<file path="src/hw/rtl/assert_macros.svh">
// ----------------------------------------------------------------------------
// assert_macros.svh
// Concurrent assertion helpers; empty when SYNTHESIS is defined.
// ----------------------------------------------------------------------------
`ifndef ASSERT_MACROS_SVH
`define ASSERT_MACROS_SVH
`ifndef SYNTHESIS
`define MLT_ASSERT(name, clk, rst_n, expr) \
	name: assert property (@(posedge clk) disable iff (!rst_n) (expr)) \
		else $error("assertion failed");
`define MLT_ASSERT_IMPL(name, clk, rst_n, ante, cons) \
	name: assert property (@(posedge clk) disable iff (!rst_n) (ante) |-> (cons)) \
		else $error("assertion failed");
`define MLT_ASSERT_NEXT(name, clk, rst_n, ante, cons) \
	name: assert property (@(posedge clk) disable iff (!rst_n) (ante) |=> (cons)) \
		else $error("assertion failed");
`else
`define MLT_ASSERT(name, clk, rst_n, expr)
`define MLT_ASSERT_IMPL(name, clk, rst_n, ante, cons)
`define MLT_ASSERT_NEXT(name, clk, rst_n, ante, cons)
`endif
`endif

</file>
<file path="src/hw/rtl/mlt_pkg.sv">
// ----------------------------------------------------------------------------
// mlt_pkg
// Types, character codes and classifier helpers for the line tokenizer.
// ----------------------------------------------------------------------------
package mlt_pkg;

	localparam int GRP_N = 5;
	localparam logic [2:0] GRP_MAX = 3'd5;
	localparam int GQ_DEPTH = 4;

	localparam logic [7:0] CH_NL    = 8'd10;
	localparam logic [7:0] CH_SPACE = 8'd32;
	localparam logic [7:0] CH_TAB   = 8'd9;
	localparam logic [7:0] CH_CR    = 8'd13;
	localparam logic [7:0] CH_HASH  = 8'h23;
	localparam logic [7:0] CH_GT    = 8'h3e;
	localparam logic [7:0] CH_DASH  = 8'h2d;
	localparam logic [7:0] CH_STAR  = 8'h2a;
	localparam logic [7:0] CH_PLUS  = 8'h2b;
	localparam logic [7:0] CH_DOT   = 8'h2e;
	localparam logic [7:0] CH_COMMA = 8'h2c;
	localparam logic [7:0] CH_BANG  = 8'h21;
	localparam logic [7:0] CH_QUEST = 8'h3f;
	localparam logic [7:0] CH_SEMI  = 8'h3b;
	localparam logic [7:0] CH_COLON = 8'h3a;
	localparam logic [7:0] CH_0     = 8'h30;
	localparam logic [7:0] CH_9     = 8'h39;
	localparam logic [7:0] CH_LA    = 8'h61;
	localparam logic [7:0] CH_LZ    = 8'h7a;
	localparam logic [7:0] CH_UA    = 8'h41;
	localparam logic [7:0] CH_UZ    = 8'h5a;

	localparam logic [7:0] BT_PARA  = 8'd0;
	localparam logic [7:0] BT_HEAD  = 8'd1;
	localparam logic [7:0] BT_LIST  = 8'd2;
	localparam logic [7:0] BT_QUOTE = 8'd3;

	typedef enum logic [2:0] {
		TK_WCHAR  = 3'd0,
		TK_WEND   = 3'd1,
		TK_PUNCT  = 3'd2,
		TK_SBEGIN = 3'd3,
		TK_SEND   = 3'd4,
		TK_BSTART = 3'd5,
		TK_BEND   = 3'd6
	} kind_t;

	typedef enum logic [2:0] {
		BLK_NONE  = 3'd0,
		BLK_PARA  = 3'd1,
		BLK_HEAD  = 3'd2,
		BLK_LIST  = 3'd3,
		BLK_QUOTE = 3'd4
	} blk_t;

	typedef enum logic [1:0] {
		PH_LEAD = 2'd0,
		PH_HASH = 2'd1,
		PH_MARK = 2'd2,
		PH_BODY = 2'd3
	} phase_t;

	typedef struct packed {
		kind_t      kind;
		logic [7:0] value;
	} tok_t;

	typedef struct packed {
		tok_t [GRP_N-1:0] tok;
		logic [2:0]       cnt;
	} group_t;

	function automatic logic is_ws(logic [7:0] c);
		return (c == CH_SPACE) || ((c >= CH_TAB) && (c <= CH_CR));
	endfunction

	function automatic logic is_alnum(logic [7:0] c);
		return ((c >= CH_0) && (c <= CH_9)) || ((c >= CH_LA) && (c <= CH_LZ)) ||
			((c >= CH_UA) && (c <= CH_UZ));
	endfunction

	function automatic logic is_stop(logic [7:0] c);
		return (c == CH_DOT) || (c == CH_BANG) || (c == CH_QUEST);
	endfunction

	function automatic logic is_punct(logic [7:0] c);
		return is_stop(c) || (c == CH_COMMA) || (c == CH_SEMI) || (c == CH_COLON) ||
			(c == CH_DASH);
	endfunction

	function automatic logic [7:0] blk_code(blk_t b);
		logic [7:0] r;
		unique case (b)
			BLK_HEAD:  r = BT_HEAD;
			BLK_LIST:  r = BT_LIST;
			BLK_QUOTE: r = BT_QUOTE;
			default:   r = BT_PARA;
		endcase
		return r;
	endfunction

	function automatic group_t add_tok(group_t g, kind_t k, logic [7:0] v);
		group_t r;
		r = g;
		if (g.cnt < GRP_MAX) begin
			r.tok[g.cnt].kind = k;
			r.tok[g.cnt].value = v;
			r.cnt = g.cnt + 3'd1;
		end
		return r;
	endfunction

endpackage

</file>
<file path="src/hw/rtl/mlt_front.sv">
// ----------------------------------------------------------------------------
// mlt_front
// Line classifier and tokenizer: turns one byte into a group of tokens.
// ----------------------------------------------------------------------------
module mlt_front #(
	parameter int MAX_WORD = 256
) (
	input  logic            clk,
	input  logic            arst_n,
	input  logic            acc,
	input  logic            operation,
	input  logic [7:0]      ch,
	output logic            grp_push,
	output mlt_pkg::group_t grp
);
	import mlt_pkg::*;

	localparam int WL = (MAX_WORD > 2) ? $clog2(MAX_WORD) : 1;
	localparam logic [WL-1:0] WL_LIMIT = WL'(MAX_WORD - 1);

	typedef struct packed {
		logic set_en;
		blk_t set_val;
		logic dash_en;
		logic wend_en;
		logic cont_en;
		logic eol;
		logic eod;
	} act_t;

	phase_t        ph_q, ph_nxt;
	blk_t          blk_q, blk_nxt;
	logic          sp_q, sp_nxt;
	logic          dsh_q, dsh_nxt;
	logic          iw_q, iw_nxt;
	logic [WL-1:0] wl_q, wl_nxt;
	act_t          act;
	group_t        g;

	// next phase and actions
	always_comb begin
		act = '0;
		act.set_val = BLK_NONE;
		ph_nxt = ph_q;
		dsh_nxt = dsh_q;
		if (operation || (ch == CH_NL)) begin
			act.eol = 1'b1;
			act.eod = operation;
			ph_nxt = PH_LEAD;
			dsh_nxt = 1'b0;
			unique case (ph_q)
				PH_LEAD: begin
					act.set_en = 1'b1;
					act.set_val = BLK_NONE;
				end
				PH_HASH: begin
					act.set_en = 1'b1;
					act.set_val = BLK_PARA;
				end
				PH_MARK: begin
					act.set_en = 1'b1;
					act.set_val = BLK_LIST;
					act.dash_en = dsh_q;
				end
				PH_BODY: act.wend_en = iw_q;
			endcase
		end else begin
			unique case (ph_q)
				PH_LEAD: begin
					if (is_ws(ch)) begin
					end else if (ch == CH_HASH) begin
						ph_nxt = PH_HASH;
					end else if (ch == CH_DASH || ch == CH_STAR || ch == CH_PLUS) begin
						ph_nxt = PH_MARK;
						dsh_nxt = (ch == CH_DASH);
					end else begin
						act.set_en = 1'b1;
						act.set_val = (ch == CH_GT) ? BLK_QUOTE : BLK_PARA;
						act.cont_en = 1'b1;
						ph_nxt = PH_BODY;
					end
				end
				PH_HASH: begin
					if (ch != CH_HASH) begin
						act.set_en = 1'b1;
						act.set_val = is_ws(ch) ? BLK_HEAD : BLK_PARA;
						act.cont_en = 1'b1;
						ph_nxt = PH_BODY;
					end
				end
				PH_MARK: begin
					if (!is_ws(ch)) begin
						act.set_en = 1'b1;
						act.set_val = is_alnum(ch) ? BLK_LIST : BLK_PARA;
						act.dash_en = dsh_q;
						act.cont_en = 1'b1;
						dsh_nxt = 1'b0;
						ph_nxt = PH_BODY;
					end
				end
				PH_BODY: act.cont_en = 1'b1;
			endcase
		end
	end

	// token group and data state
	always_comb begin
		g = '0;
		blk_nxt = blk_q;
		sp_nxt = sp_q;
		iw_nxt = iw_q;
		wl_nxt = wl_q;
		if (act.set_en && (act.set_val != blk_nxt)) begin
			if (blk_nxt != BLK_NONE)
				g = add_tok(g, TK_BEND, 8'd0);
			if (act.set_val != BLK_NONE)
				g = add_tok(g, TK_BSTART, blk_code(act.set_val));
			blk_nxt = act.set_val;
			sp_nxt = 1'b1;
		end
		if (act.dash_en)
			g = add_tok(g, TK_PUNCT, CH_DASH);
		if (act.wend_en)
			g = add_tok(g, TK_WEND, 8'd0);
		if (act.cont_en) begin
			if (is_alnum(ch)) begin
				if (!iw_nxt) begin
					if (sp_nxt) begin
						g = add_tok(g, TK_SBEGIN, 8'd0);
						sp_nxt = 1'b0;
					end
					iw_nxt = 1'b1;
					wl_nxt = '0;
				end
				if (wl_nxt < WL_LIMIT) begin
					g = add_tok(g, TK_WCHAR, ch);
					wl_nxt = wl_nxt + WL'(1);
				end
			end else begin
				if (iw_nxt) begin
					g = add_tok(g, TK_WEND, 8'd0);
					iw_nxt = 1'b0;
					wl_nxt = '0;
				end
				if (is_punct(ch)) begin
					g = add_tok(g, TK_PUNCT, ch);
					if (is_stop(ch)) begin
						g = add_tok(g, TK_SEND, 8'd0);
						sp_nxt = 1'b1;
					end
				end
			end
		end
		if (act.eol) begin
			iw_nxt = 1'b0;
			wl_nxt = '0;
		end
		if (act.eod) begin
			if (blk_nxt != BLK_NONE)
				g = add_tok(g, TK_BEND, 8'd0);
			blk_nxt = BLK_NONE;
			sp_nxt = 1'b1;
		end
	end

	always_ff @(posedge clk or negedge arst_n) begin
		if (!arst_n) begin
			ph_q <= PH_LEAD;
			blk_q <= BLK_NONE;
			sp_q <= 1'b1;
			dsh_q <= 1'b0;
			iw_q <= 1'b0;
			wl_q <= '0;
		end else if (acc) begin
			ph_q <= ph_nxt;
			blk_q <= blk_nxt;
			sp_q <= sp_nxt;
			dsh_q <= dsh_nxt;
			iw_q <= iw_nxt;
			wl_q <= wl_nxt;
		end
	end

	assign grp = g;
	assign grp_push = acc && (g.cnt != 3'd0);

endmodule

</file>
<file path="src/hw/rtl/mlt_gfifo.sv">
// ----------------------------------------------------------------------------
// mlt_gfifo
// Short queue of token groups between the tokenizer and the serializer.
// ----------------------------------------------------------------------------
module mlt_gfifo (
	input  logic            clk,
	input  logic            arst_n,
	input  logic            push,
	input  mlt_pkg::group_t din,
	output logic            full,
	input  logic            pop,
	output mlt_pkg::group_t dout,
	output logic            empty
);
	import mlt_pkg::*;

	localparam int PW = $clog2(GQ_DEPTH);

	group_t      mem_q [GQ_DEPTH];
	logic [PW-1:0] wptr_q, rptr_q;
	logic [PW:0]   cnt_q;
	logic          do_push, do_pop;

	assign full = (cnt_q == (PW+1)'(GQ_DEPTH));
	assign empty = (cnt_q == '0);
	assign do_push = push && !full;
	assign do_pop = pop && !empty;
	assign dout = mem_q[rptr_q];

	always_ff @(posedge clk) begin
		if (do_push)
			mem_q[wptr_q] <= din;
	end

	always_ff @(posedge clk or negedge arst_n) begin
		if (!arst_n) begin
			wptr_q <= '0;
			rptr_q <= '0;
			cnt_q <= '0;
		end else begin
			if (do_push)
				wptr_q <= wptr_q + PW'(1);
			if (do_pop)
				rptr_q <= rptr_q + PW'(1);
			if (do_push && !do_pop)
				cnt_q <= cnt_q + (PW+1)'(1);
			else if (do_pop && !do_push)
				cnt_q <= cnt_q - (PW+1)'(1);
		end
	end

endmodule

</file>
<file path="src/hw/rtl/mlt_back.sv">
// ----------------------------------------------------------------------------
// mlt_back
// Serializer: sends the tokens of each group one beat at a time.
// ----------------------------------------------------------------------------
module mlt_back (
	input  logic            clk,
	input  logic            arst_n,
	input  mlt_pkg::group_t grp,
	input  logic            grp_empty,
	output logic            grp_pop,
	input  logic            pop,
	output logic            empty,
	output logic [2:0]      token_kind,
	output logic [7:0]      token_value,
	output logic            last
);
	import mlt_pkg::*;

	logic [2:0] idx_q;
	logic       vld_q;
	logic [2:0] kind_q;
	logic [7:0] value_q;
	logic       last_q;
	logic       load, fin;

	assign load = !grp_empty && (!vld_q || pop);
	assign fin = (idx_q == (grp.cnt - 3'd1));
	assign grp_pop = load && fin;

	always_ff @(posedge clk or negedge arst_n) begin
		if (!arst_n) begin
			vld_q <= 1'b0;
			idx_q <= '0;
		end else begin
			vld_q <= load || (vld_q && !pop);
			if (load)
				idx_q <= fin ? 3'd0 : (idx_q + 3'd1);
		end
	end

	always_ff @(posedge clk) begin
		if (load) begin
			kind_q <= 3'(grp.tok[idx_q].kind);
			value_q <= grp.tok[idx_q].value;
			last_q <= fin;
		end
	end

	assign empty = !vld_q;
	assign token_kind = kind_q;
	assign token_value = value_q;
	assign last = last_q;

endmodule

</file>
<file path="src/hw/rtl/markdown_line_tokenizer.sv">
// ----------------------------------------------------------------------------
// markdown_line_tokenizer
// Streaming Markdown line classifier and word/punctuation tokenizer.
// ----------------------------------------------------------------------------
// One byte (or end-of-document) is taken per cycle; the tokenizer turns it
// into a group of zero to five tokens in that same cycle and drops the group
// into a four-entry queue. The serializer hands out one token per cycle while
// pop is held, so the input sustains one item per cycle as long as items
// average no more than one token each; an item with several tokens holds the
// output side until all are sent, and full rises only when the group queue is
// full. A token passes through the group queue and the serializer's output
// register before it shows on the output. The final token of each item carries last.
module markdown_line_tokenizer #(
	parameter int MAX_WORD = 256
) (
	input  logic       clk,
	input  logic       arst_n,
	input  logic       push,
	output logic       full,
	input  logic       operation,
	input  logic [7:0] ch,
	output logic       empty,
	input  logic       pop,
	output logic [2:0] token_kind,
	output logic [7:0] token_value,
	output logic       last
);
	import mlt_pkg::*;

	`include "assert_macros.svh"

	logic   acc;
	logic   g_push, g_full, g_pop, g_empty;
	group_t g_in, g_head;

	assign full = g_full;
	assign acc = push && !g_full;

	mlt_front #(
		.MAX_WORD(MAX_WORD)
	) u_front (
		.clk      (clk),
		.arst_n   (arst_n),
		.acc      (acc),
		.operation(operation),
		.ch       (ch),
		.grp_push (g_push),
		.grp      (g_in)
	);

	mlt_gfifo u_gfifo (
		.clk   (clk),
		.arst_n(arst_n),
		.push  (g_push),
		.din   (g_in),
		.full  (g_full),
		.pop   (g_pop),
		.dout  (g_head),
		.empty (g_empty)
	);

	mlt_back u_back (
		.clk        (clk),
		.arst_n     (arst_n),
		.grp        (g_head),
		.grp_empty  (g_empty),
		.grp_pop    (g_pop),
		.pop        (pop),
		.empty      (empty),
		.token_kind (token_kind),
		.token_value(token_value),
		.last       (last)
	);

	`MLT_ASSERT(a_gq_sane, clk, arst_n, !(g_full && g_empty))
	`MLT_ASSERT_IMPL(a_head_nonzero, clk, arst_n, !g_empty, g_head.cnt != 3'd0)
	`MLT_ASSERT_NEXT(a_out_fills, clk, arst_n, empty && !g_empty, !empty)

endmodule

</file>
<file path="config.mk">
export PLATFORM = sky130hd
export DESIGN_NAME = markdown_line_tokenizer
export DESIGN_NICKNAME = d
export VERILOG_FILES = /design/src/hw/rtl/mlt_pkg.sv /design/src/hw/rtl/mlt_front.sv /design/src/hw/rtl/mlt_gfifo.sv /design/src/hw/rtl/mlt_back.sv /design/src/hw/rtl/markdown_line_tokenizer.sv
export VERILOG_INCLUDE_DIRS = /design/src /design/src/hw/rtl
export SDC_FILE = /design/constraint.sdc
export NUM_CORES = 1
export LEC_CHECK = 0
export ABC_AREA = 1
export BUFFER_PORTS_ARGS = -buffer_cell sky130_fd_sc_hd__buf_2
export CAP_MARGIN = 5
export CORE_ASPECT_RATIO = 1.1
export CORE_UTILIZATION = 64
export DETAILED_ROUTE_END_ITERATION = 8
export GPL_TIMING_DRIVEN = 0
export PLACE_DENSITY = 0.8
export RECOVER_POWER = 100
export SETUP_SLACK_MARGIN = 0.2
export SYNTH_ARGS = -nofsm -noshare
export SYNTH_HDL_FRONTEND = slang
export SYNTH_HIERARCHICAL = 1
export SYNTH_SLANG_ARGS = --single-unit
</file>
<file path="constraint.sdc">
create_clock -name clk -period 10.1 [get_ports clk]
set_clock_uncertainty 0.2 [all_clocks]
set_input_delay 1.01 -clock clk [delete_from_list [all_inputs] [get_ports clk]]
set_output_delay 1.01 -clock clk [all_outputs]
set_load 0.02 [all_outputs]
</file>
# Word-level counts from Yosys, hierarchy flattened
# Memories as Yosys holds them, arrays and structs flattened.
# Cells that the tools add are included.
# Widths: inputs -> output; s select.
classes:
  bitwise_logic: 0
  muxes: 148
  addsub: 15
  n_reduce_logical: 57
  n_mul: 0
  order_cmp: 34
  div_mod_pow: 0
  shifts: 0
  eq_ne: 28
op_table:
  columns: ["op", "count"]
  rows:
  - ["$mux 58", 31]
  - ["$bwmux 55", 18]
  - ["$demux 11 s3", 16]
  - ["$mux 8", 18]
  - ["$mux 11", 9]
  - ["$eq 8x6->1 const B", 12]
  - ["$lt 3x4->1 const B", 9]
  - ["$bmux 11 s3", 1]
  - ["$add 3x1->3 const B", 10]
  - ["$mux 1", 28]
  - ["$ge 3x1->1 const B", 8]
  - ["$lt 3x3->1 const B", 8]
  - ["$pmux 4 s3", 2]
  - ["$logic_and 1x1->1", 22]
  - ["$mux 3", 6]
  - ["$reduce_bool 3->1", 6]
  - ["$ge 8x7->1 const B", 2]
  - ["$le 8x7->1 const B", 2]
  - ["$mux 2", 8]
  - ["$mux 4", 4]
  - ["$logic_or 1x1->1", 14]
  - ["$mux 14", 1]
  - ["$pmux 2 s3", 2]
  - ["$mux 5", 2]
  - ["29 further kinds", 43]
totals:
  ramBits: 232
  word_cells: 297
  in_bits: 13
  register_bits: 39
  latch_bits: 0
  romBits: 0
  output_inout_bits: 14
  n_memories: 1
mem_list:
  columns: ["memory", "words", "width", "read_ports", "rd_ports_with_merged_regs", "wr", "line_no", "rtl"]
  rows:
  - ["u_gfifo.mem_q", 4, 58, 1, 0, 1, "mlt_gfifo.sv:19", "group_t mem_q [GQ_DEPTH];"]

# Depth between registers and ports, before layout
# Gate-level depths: netlist (run 1).
depth:
  word_depth: 83
  depth_mapped: 61
  ltp_nobuf: 61

# Modules after synthesis
# Netlist (run 1), hierarchy kept.
modules_own_cells:
  columns: ["module", "cells_each", "n_inst", "seq_area_each_um2", "area_per_inst_um2"]
  rows:
  - ["mlt_gfifo", 738, 1, 7141.8, 9582.9]
  - ["mlt_front", 776, 1, 401.6, 4458.0]
  - ["mlt_back", 172, 1, 460.4, 1177.4]
  - ["markdown_line_tokenizer", 2, 1, 0.0, 10.0]

# Worst setup path after synthesis (run 1)
# No wires, ideal clock.
synth_timing:
  kind: "input port to flip-flop"
  start: "input ch[3]"
  end: "memory u_gfifo/mem_q[0][0] in the netlist's numbering (enable)"
  setup_time_ns: 0.474
  required_ns: 9.426
  arrival_ns: 8.299
  setup_slack_ns: 1.127
  cell_stages: 49
  n_path_buf: 1
  path_cell_list: "buf_6 > nand2_2 > nor3_2 > nand3_2 > nand2_4 > nor2_2 > nand2_1 > nand2_1 > nor2_1 > inv_1 > nor2_1 > inv_1 > ha_1 > nand3_4 > ha_1 > nand2_1 > nand2_1 > inv_1 > [13 not listed] > nand2_1 > nand2_1 > nand2_1 > nand2_1 > nand2_1 > nand2_1 > nand2_4 > inv_2 > ha_1 > nand2_1 > nor2_1 > nand3_1 > nand2_1 > nand3_2 > nor2_2 > nor2_2 > nand2_1 > nor2_1"
synth_between:
  elab_chain_cells: 42
  elab_cells_between_ends: 112
  classes_between: "add/sub: 7; order compare: 15; eq/ne: 15; mux: 53; reduce/logical: 22"
synth_rtl:
  columns: ["element", "line_no", "rtl"]
  rows:
  - ["from (decl)", "markdown_line_tokenizer.sv:21", "input logic [7:0] ch,"]
  - ["$ge 8x6->1, or another cell as far along", "mlt_pkg.sv:78", "return ((c >= CH_0) && (c <= CH_9)) || ((c >= CH_LA) && (c <= CH_LZ)) ||"]
  - ["$logic_and 1x1->1 / $logic_or 1x1->1 (equally long branches)", "mlt_pkg.sv:78, mlt_front.sv:73", null]
  - ["$logic_or 1x1->1 (on tied branches)", "mlt_pkg.sv:78, mlt_front.sv:73", null]
  - ["$logic_or 1x1->1 / $mux 4 (equally long branches)", "mlt_pkg.sv:78, mlt_front.sv:73", null]
  - ["$mux 2 / $mux 4 (equally long branches)", "mlt_front.sv:94, mlt_front.sv:71", null]
  - ["$mux 5 / $mux 4 (equally long branches)", "mlt_front.sv:92, mlt_front.sv:70", null]
  - ["$pmux 4 s3", "mlt_front.sv:68", "unique case (ph_q)"]
  - ["$mux 5", "mlt_front.sv:46", "if (operation || (ch == CH_NL)) begin"]
  - ["[27 not listed]", null, null]
  - ["$mux 58", "mlt_front.sv:159", "if (blk_nxt != BLK_NONE)"]
  - ["$mux 58 (*)", "mlt_front.sv:158", "if (act.eod) begin"]
  - ["$reduce_bool 3->1 (*)", "mlt_front.sv:185", "assign grp_push = acc && (g.cnt != 3'd0);"]
  - ["$logic_and 1x1->1 (*)", "mlt_front.sv:185", null]
  - ["named net g_push", "markdown_line_tokenizer.sv:33", "logic g_push, g_full, g_pop, g_empty;"]
  - ["$logic_and 1x1->1 (*)", "mlt_gfifo.sv:26", "assign do_push = push && !full;"]
  - ["$mux 1 (*)", "mlt_gfifo.sv:31", "if (do_push)"]
  - ["$mux 1 (not written as such) (*)", "mlt_gfifo.sv:32", "mem_q[wptr_q] <= din;"]
  - ["to (decl)", "mlt_gfifo.sv:19", null]
# Mark *: on every way through the listed nets, which the timed path passes. The rest lies on a longest branch. The select of a mux whose other input is x is not followed.

# Worst setup path after layout (run 1)
layout_timing:
  start: "input ch[2]"
  end: "memory u_gfifo/mem_q[3][0] in the netlist's numbering (enable)"
# The elaborated chain is that of the path after synthesis.

==> summary.txt, run 1 <==
STA
  • Final worst-path cycle share: 0.882
  • Final setup viols: 0
  • Worst hold slack: ~0.30 ns
  • Final min period: between 8 and 9 ns
  • Final count of hold timing violations: 0
  • Slew of the pin with the lowest slew margin: 1.70 ns
  • Worst slew margin: -0.133
  • Final count of pins violating max slew: 28
  • Setup TNS: 0 ns
  • RSZ-0062 raised after global routing: no
  • FMAX: about 0.11 GHz

Route
  • DR vias/cell: 5.89
  • Routed WL: just over 40000 µm
  • Routed via count: between 10000 and 15000
  • Final ANT Viol Nets: 0
  • DR pass1 iterations: 6
  • DR iter-0 viols: 1354
  • WL per Instance: 19.9 µm
  • DRC: 0

Hold path
  • Hold depth: 2
  • Hold Crit Class: register to register
  • Hold Path Origin: u_gfifo/rptr_q[0]

Setup path
  • CP startpoint kind: input pin
  • Crit end category: register
  • Crit path DAT: about 9 ns
  • Crit path capture: u_gfifo/mem_q[3][0]
  • Worst r2r dst: u_gfifo/mem_q[3][0]
  • Req. time, crit path: between 10 and 15 ns
  • Max stage delay on crit path: roughly 0.8 ns
  • Worst reg2reg path depth: between 50 and 60
  • CP Class: input pin to register
  • Crit path from: ch[2]
  • CP max-delay cell: a41oi_1
  • Largest delay share family, worst path: simple AND/OR/NAND/NOR gates
  • CP most frequent cell: nand2_1
  • Bufs and invs on worst path: 9
  • R2R Path Start: u_front/ph_q[0]
  • Worst path depth: between 40 and 50
  • CP Max Fanout: 26
  • R2R Setup Slk: ~2.1 ns

Global route
  • Pin count of the biggest net entering global routing: 31
  • Initial antenna violation count: 0
  • GRT met1 Usage: 0.431
  • Grt total ovfl: 0
  • M3 GR Usage: 0.0447
  • Met2 GRT Util: 0.595
  • Global routing's busiest layer: met2
  • GRT Util Overall: 0.347
  • First-pass GRT wire length: about 64000 µm
  • Vias in the first global route: around 12000

Layout
  • Nets: about 1800
  • Finished Core Util: 0.720
  • Layout overhead on the synthesized area: 9.05%
  • Multi-input logic area: approximately 5600 µm²
  • Finished layout cell area: 16600 µm²
  • Non-Filler Instances: roughly 2100
  • Antenna Cells: 0
  • Register area: roughly 8000 µm²
  • Share of layout cells above drive strength 1: 0.112
  • Layout fillers: roughly 1700

Logic synthesis
  • Syn Inst Count: roughly 1700
  • Ys Warns: 6
  • Seq/Total Area, Yosys: 0.526
  • Yosys cell types: 58
  • Seq cells post-synth: approximately 270
  • Post-synthesis cell area: approximately 15000 µm²
  • Top FF cell, synth: edfxtp_1
  • Post-synth EDFFs: around 240
  • Syn Area/Cell: 9.02 µm²
  • Async S/R FF share, synth: 0.0996

CTS
  • CTS tree: yes
  • H-Tree Depth: 1
  • Maximum buffer depth of the clock tree: 3
  • Insertion delay to the later sink of the worst-skew pair: 0.54 ns
  • CTS Hold Bufs: 0
  • Clock-pin slew on the worst setup and hold paths: 0.06 ns
  • Setup bufs post-CTS: 0
  • CTS Buf Count: 26
  • # resized after CTS: 0
  • CTS Sinks: 271
  • Clock root buffer: clkbuf_16

Die
  • Chip height: 164 µm
  • CORE AREA: around 23000 µm²
  • Num ports: 27
  • Cell Rows: 58
  • Chip Width: roughly 150 µm
  • Die Footprint: approximately 24000 µm²
  • Starting density of the core: 0.660

Run status
  • Violated checks: capacitance limit, slew limit
  • Outcome: finished, violations left

Placed design
  • Cell Area, Placed: 15900 µm²
  • HPWL after DPL: 29800 µm
  • Gpl congestion: around 1.0
  • Post-Place Cells: slightly above 2000
  • Port bufs: 24

Pwr
  • Comb pwr share: 0.538
  • Worst vdd ir: between 0.3 and 0.4 mV
  • PD cells: 358 nW/µm²
  • Switching Share: 0.470
  • Leak: around 0.0072 µW
  • Int Pwr: roughly 3200 µW
  • Seq pwr share: 0.304
  • Psw: around 2800 µW
  • Clock share of power: 0.158

Job
  • Max-capacitance violation count: 1
==> sequential cells by signal, indices dropped and copies added, names as in the netlist <==
| register | flops |
|---|---|
| u_back/last | 1 |
| u_gfifo/cnt_q | 3 |
| u_front/wl_q | 8 |
| u_gfifo/mem_q | 232 |
| u_front/iw_q | 1 |
| u_front/sp_q | 1 |
| u_front/dsh_q | 1 |
| u_back/vld_q | 1 |
| u_front/ph_q | 2 |
| u_gfifo/rptr_q | 2 |
| u_back/idx_q | 3 |
| u_front/blk_q | 3 |
| u_back/token_kind | 3 |
| u_gfifo/wptr_q | 2 |
| u_back/token_value | 8 |
==> power by group through the flow <==
stage,Combinational [µW],Sequential [µW],Clock [µW]
floorplan,2210,1860,0
global placement,3030,1860,0
detailed placement,3190,1820,0
CTS,3220,1800,949
global route,3510,1830,989
finish,3200,1800,942
==> layer usage <==
metal  share of wire  vias up
li1                -     5790
met1            0.38     5655
met2            0.49      628
met3           0.081      133
met4           0.055        0
met5               0        -
==> layout make-up <==
type                    count  area share
flip-flops and latches    271       0.482
multi-input cells        1054       0.336
inverters                 293      0.0668
clock buffers              35      0.0424
plain buffers              74      0.0265
well taps                 300      0.0226
repair buffers             32      0.0161
clock inverters            13     0.00776
==> worst min-delay path by stage <==
stage                        end
2_1_floorplan   u_gfifo/cnt_q[2]
3_3_place_gp    u_gfifo/cnt_q[2]
3_5_place_dp    u_gfifo/cnt_q[2]
4_1_cts             u_front/sp_q
5_1_grt        u_gfifo/rptr_q[0]
6_report       u_gfifo/rptr_q[0]
==> worst min-delay path, stage by stage (launching register included) <==
cell and delay, ns:
dfrtp_1 0.36, nand2_1 0.06, nand2_1 0.05
==> logic make-up after synthesis <==
kind of cell	Yosys count	share of synthesized area
AOI/OAI and AO/OA	309	0.134
xor gates and xnor gates	5	0.00288
adders and majority gates	23	0.0194
buffers and inverters	367	0.102
DFF	271	0.526
other	1	0.000246
and+or+nand+nor	712	0.216
==> cell usage after synthesis, types with 22 or more instances <==
cell type | n | area share
o21ai_0 | 56 | 0.018
edfxtp_1 | 244 | 0.48
nand2_1 | 409 | 0.10
dfrtp_1 | 26 | 0.043
nand2_2 | 32 | 0.013
o21ai_1 | 26 | 0.0085
ha_1 | 22 | 0.018
buf_2 | 28 | 0.0092
o211ai_1 | 128 | 0.063
a21oi_1 | 45 | 0.015
inv_2 | 24 | 0.0059
nor2_1 | 93 | 0.023
nand3_1 | 85 | 0.028
nor3_1 | 25 | 0.0082
inv_1 | 264 | 0.065
==> stage by stage <==
step,setup slack (ns),total power (µW)
after global routing,0.646,6330
after detailed placement,1.47,5010
after global placement,-1.76,4880
final,1.19,5940
after floorplan,1.13,4070
after CTS,1.95,5970
==> cell usage in the layout, fill, tap and decap left out, types with 3 or more instances in the layout <==
master and count:
inv_1 271, nand2_1 421, buf_2 36, nand2_4 18, nand3_2 4, xor2_1 3
nor2_2 10, nand4_1 6, o21ai_0 75, clkinv_2 5, inv_2 16, ha_1 22
clkbuf_16 26, nand2_2 22, o21ai_1 9, buf_6 9, dfrtp_1 26, a31oi_1 5
buf_12 7, clkinv_1 7, buf_4 13, o31ai_1 7, conb_1 5, nor3_1 25
nor2_4 7, a21oi_1 45, a22oi_1 6, o211ai_1 128, o221ai_1 3, edfxtp_1 244
nand3_1 90, clkbuf_1 44, nor2_1 98, o22ai_1 16
No activity file was read; power rests on OpenSTA's default activity.
==> inputs of run 2 (changes only) <==
--- a/config.mk
+++ b/config.mk
@@ -10,10 +10,10 @@
 export BUFFER_PORTS_ARGS = -buffer_cell sky130_fd_sc_hd__buf_2
 export CAP_MARGIN = 5
 export CORE_ASPECT_RATIO = 1.1
-export CORE_UTILIZATION = 64
+export CORE_UTILIZATION = 36
 export DETAILED_ROUTE_END_ITERATION = 8
 export GPL_TIMING_DRIVEN = 0
-export PLACE_DENSITY = 0.8
+export PLACE_DENSITY = 0.5
 export RECOVER_POWER = 100
 export SETUP_SLACK_MARGIN = 0.2
 export SYNTH_ARGS = -nofsm -noshare
==> summary.txt, run 2 (synthesis results as in run 1) <==
Run status
  • Outcome: finished, violations left (unchanged)
  • Violated checks: capacitance limit, slew limit (unchanged)

Pwr
  • Switching Share: 0.470 (about the same)
  • Comb pwr share: 0.532 (was 0.538)
  • Worst vdd ir: 0.196 mV (was 0.333 mV)
  • PD cells: 354 nW/µm² (was 358 nW/µm²)
  • Psw: 2840 µW (was 2790 µW)
  • Int Pwr: 3200 µW (was 3150 µW)
  • Clock share of power: 0.171 (was 0.158)
  • Seq pwr share: 0.297 (was 0.304)
  • Power Total: 6040 µW (was 5940 µW)
  • Leak: 0.00730 µW (was 0.00723 µW)

CTS
  • Insertion delay to the later sink of the worst-skew pair: 0.56 ns (was 0.54 ns)
  • Clock root buffer: clkbuf_16 (unchanged)
  • Setup bufs post-CTS: 0 (unchanged)
  • CTS Sinks: 271 (unchanged)
  • # resized after CTS: 0 (unchanged)
  • CTS tree: yes (unchanged)
  • Clock-pin slew on the worst setup and hold paths: 0.06 ns (about the same)
  • CTS Buf Count: 30 (was 26)
  • H-Tree Depth: 1 (unchanged)
  • Maximum buffer depth of the clock tree: 3 (unchanged)
  • CTS Hold Bufs: 0 (unchanged)

Hold path
  • Hold Crit Class: register to register (unchanged)
  • Hold depth: 2 (unchanged)

Setup path
  • CP startpoint kind: input pin (unchanged)
  • CP Class: input pin to register (unchanged)
  • Max stage delay on crit path: 0.77 ns (was 0.79 ns)
  • Crit end category: register (unchanged)
  • Worst reg2reg path depth: 45 (was 52)
  • Crit path DAT: 8.73 ns (was 8.91 ns)
  • CP most frequent cell: nand2_1 (unchanged)
  • CP Max Fanout: 23 (was 26)
  • Req. time, crit path: 10.16 ns (was 10.11 ns)
  • CP max-delay cell: nor2_4 (was a41oi_1)

Die
  • Num ports: 27 (unchanged)
  • Cell Rows: 78 (was 58)
  • Chip height: 218 µm (was 164 µm)
  • Starting density of the core: 0.367 (was 0.660)
  • Chip Width: 198 µm (was 149 µm)
  • Die Footprint: 43100 µm² (was 24400 µm²)
  • CORE AREA: 41500 µm² (was 23100 µm²)

Global route
  • First-pass GRT wire length: 68100 µm (was 63600 µm)
  • Grt total ovfl: 0 (unchanged)
  • Pin count of the biggest net entering global routing: 28 (was 31)
  • Vias in the first global route: 11300 (was 11700)
  • GRT Util Overall: 0.211 (was 0.347)
  • Initial antenna violation count: 0 (unchanged)

Route
  • Final ANT Viol Nets: 0 (unchanged)
  • DR iter-0 viols: 840 (was 1354)
  • WL per Instance: 19.3 µm (was 19.9 µm)
  • DRC: 0 (unchanged)
  • Routed WL: 45100 µm (was 41300 µm)
  • DR pass1 iterations: 5 (was 6)
  • DR vias/cell: 5.06 (was 5.89)
  • Routed via count: 11800 (was 12200)

Placed design
  • Gpl congestion: 0.926 (was 1.00)
  • Port bufs: 24 (unchanged)
  • HPWL after DPL: 32900 µm (was 29800 µm)

Layout
  • Share of layout cells above drive strength 1: 0.118 (was 0.112)
  • Most frequent cells in the layout: 418 x nand2_1, 268 x inv_1, 244 x edfxtp_1 (was 421 x nand2_1, 271 x inv_1, 244 x edfxtp_1)
  • Max FFs per register: 232 (unchanged)
  • Layout overhead on the synthesized area: 12.0% (was 9.05%)
  • Nets: 1792 (was 1788)
  • Register with the most flip-flops: u_gfifo/mem_q (unchanged)
  • Antenna Cells: 0 (unchanged)
  • Commonest non-fill, non-tap cell in the layout: nand2_1 (unchanged)
  • Finished Core Util: 0.411 (was 0.720)

STA
  • Final worst-path cycle share: 0.858 (was 0.882)
  • Setup TNS: 0 ns (unchanged)
  • Final count of pins violating max slew: 29 (was 28)
  • RSZ-0062 raised after global routing: no (unchanged)
  • Worst hold slack: 0.294 ns (was 0.298 ns)
  • Final setup viols: 0 (unchanged)
  • Slew of the pin with the lowest slew margin: 1.93 ns (was 1.70 ns)
  • Final count of hold timing violations: 0 (unchanged)
  • Final min period: 8.67 ns (was 8.91 ns)
  • FMAX: 0.115 GHz (was 0.112 GHz)
  • Worst slew margin: -0.287 (was -0.133)

Job
  • Max-capacitance violation count: 2 (was 1)
==> run 2: cell count changes in the layout (fill, tap and decap cells not counted), sizes merged <==
cell,delta
clkbuf,+3
clkinvlp,-1
inv,+1
clkinv,+4
bufinv,-1
buf,+1
==> run 2: worst paths after layout <==
path                                       start  slack (ns)                   end
worst max-delay path                       ch[0]        1.43  u_gfifo/mem_q[0][18]
worst max register to register   u_front/ph_q[0]        1.74  u_gfifo/mem_q[0][18]
min in group asynchronous                 arst_n        0.77       u_front/wl_q[2]
worst min register to register  u_gfifo/cnt_q[2]        0.29      u_gfifo/cnt_q[2]
max in group asynchronous                 arst_n        7.80       u_back/idx_q[0]
worst min-delay path            u_gfifo/cnt_q[2]        0.29      u_gfifo/cnt_q[2]
==> run 2: metrics by stage <==
stage	cell area (µm²)	worst slack, ns	instances
after global placement	16100	-2.32	2276
final	17100	1.43	2339
after global routing	17100	0.559	2339
after floorplan	15200	1.13	1692
after detailed placement	16300	1.14	2284
after CTS	17200	1.75	2339
==> run 2: final cells by class <==
class | instances | area, µm²
buffer | 74 | 448
clock inverter | 16 | 114
fill | 4105 | 24400
sequential | 271 | 8000
clock buffer | 39 | 806
multi-input combinational | 1054 | 5600
tap | 560 | 701
inverter | 293 | 1110
timing repair buffer | 32 | 283
==> run 2: critical path: cells and delay by family <==
family | cells | cell delay (ns)
AOI/OAI and AO/OA | 2 | 0.36
and+or+nand+nor | 30 | 4.45
buffers and inverters | 11 | 1.43
adders and majority gates | 5 | 1.45
==> run 2: power by group through the flow <==
stage | Combinational, µW | Sequential (µW) | Clock, µW
after floorplan | 2210 | 1860 | 0
after global placement | 3170 | 1870 | 0
after detailed placement | 3290 | 1820 | 0
after CTS | 3300 | 1800 | 1060
after global routing | 3560 | 1820 | 1100
final | 3210 | 1800 | 1030
==> run 2: per-layer routing <==
layer	track usage	routed length, µm	vias up
met5	0	0	-
met4	0.0698	1340	0
met3	0.0255	2200	68
met2	0.364	22000	320
met1	0.274	19500	5653
li1	-	-	5796
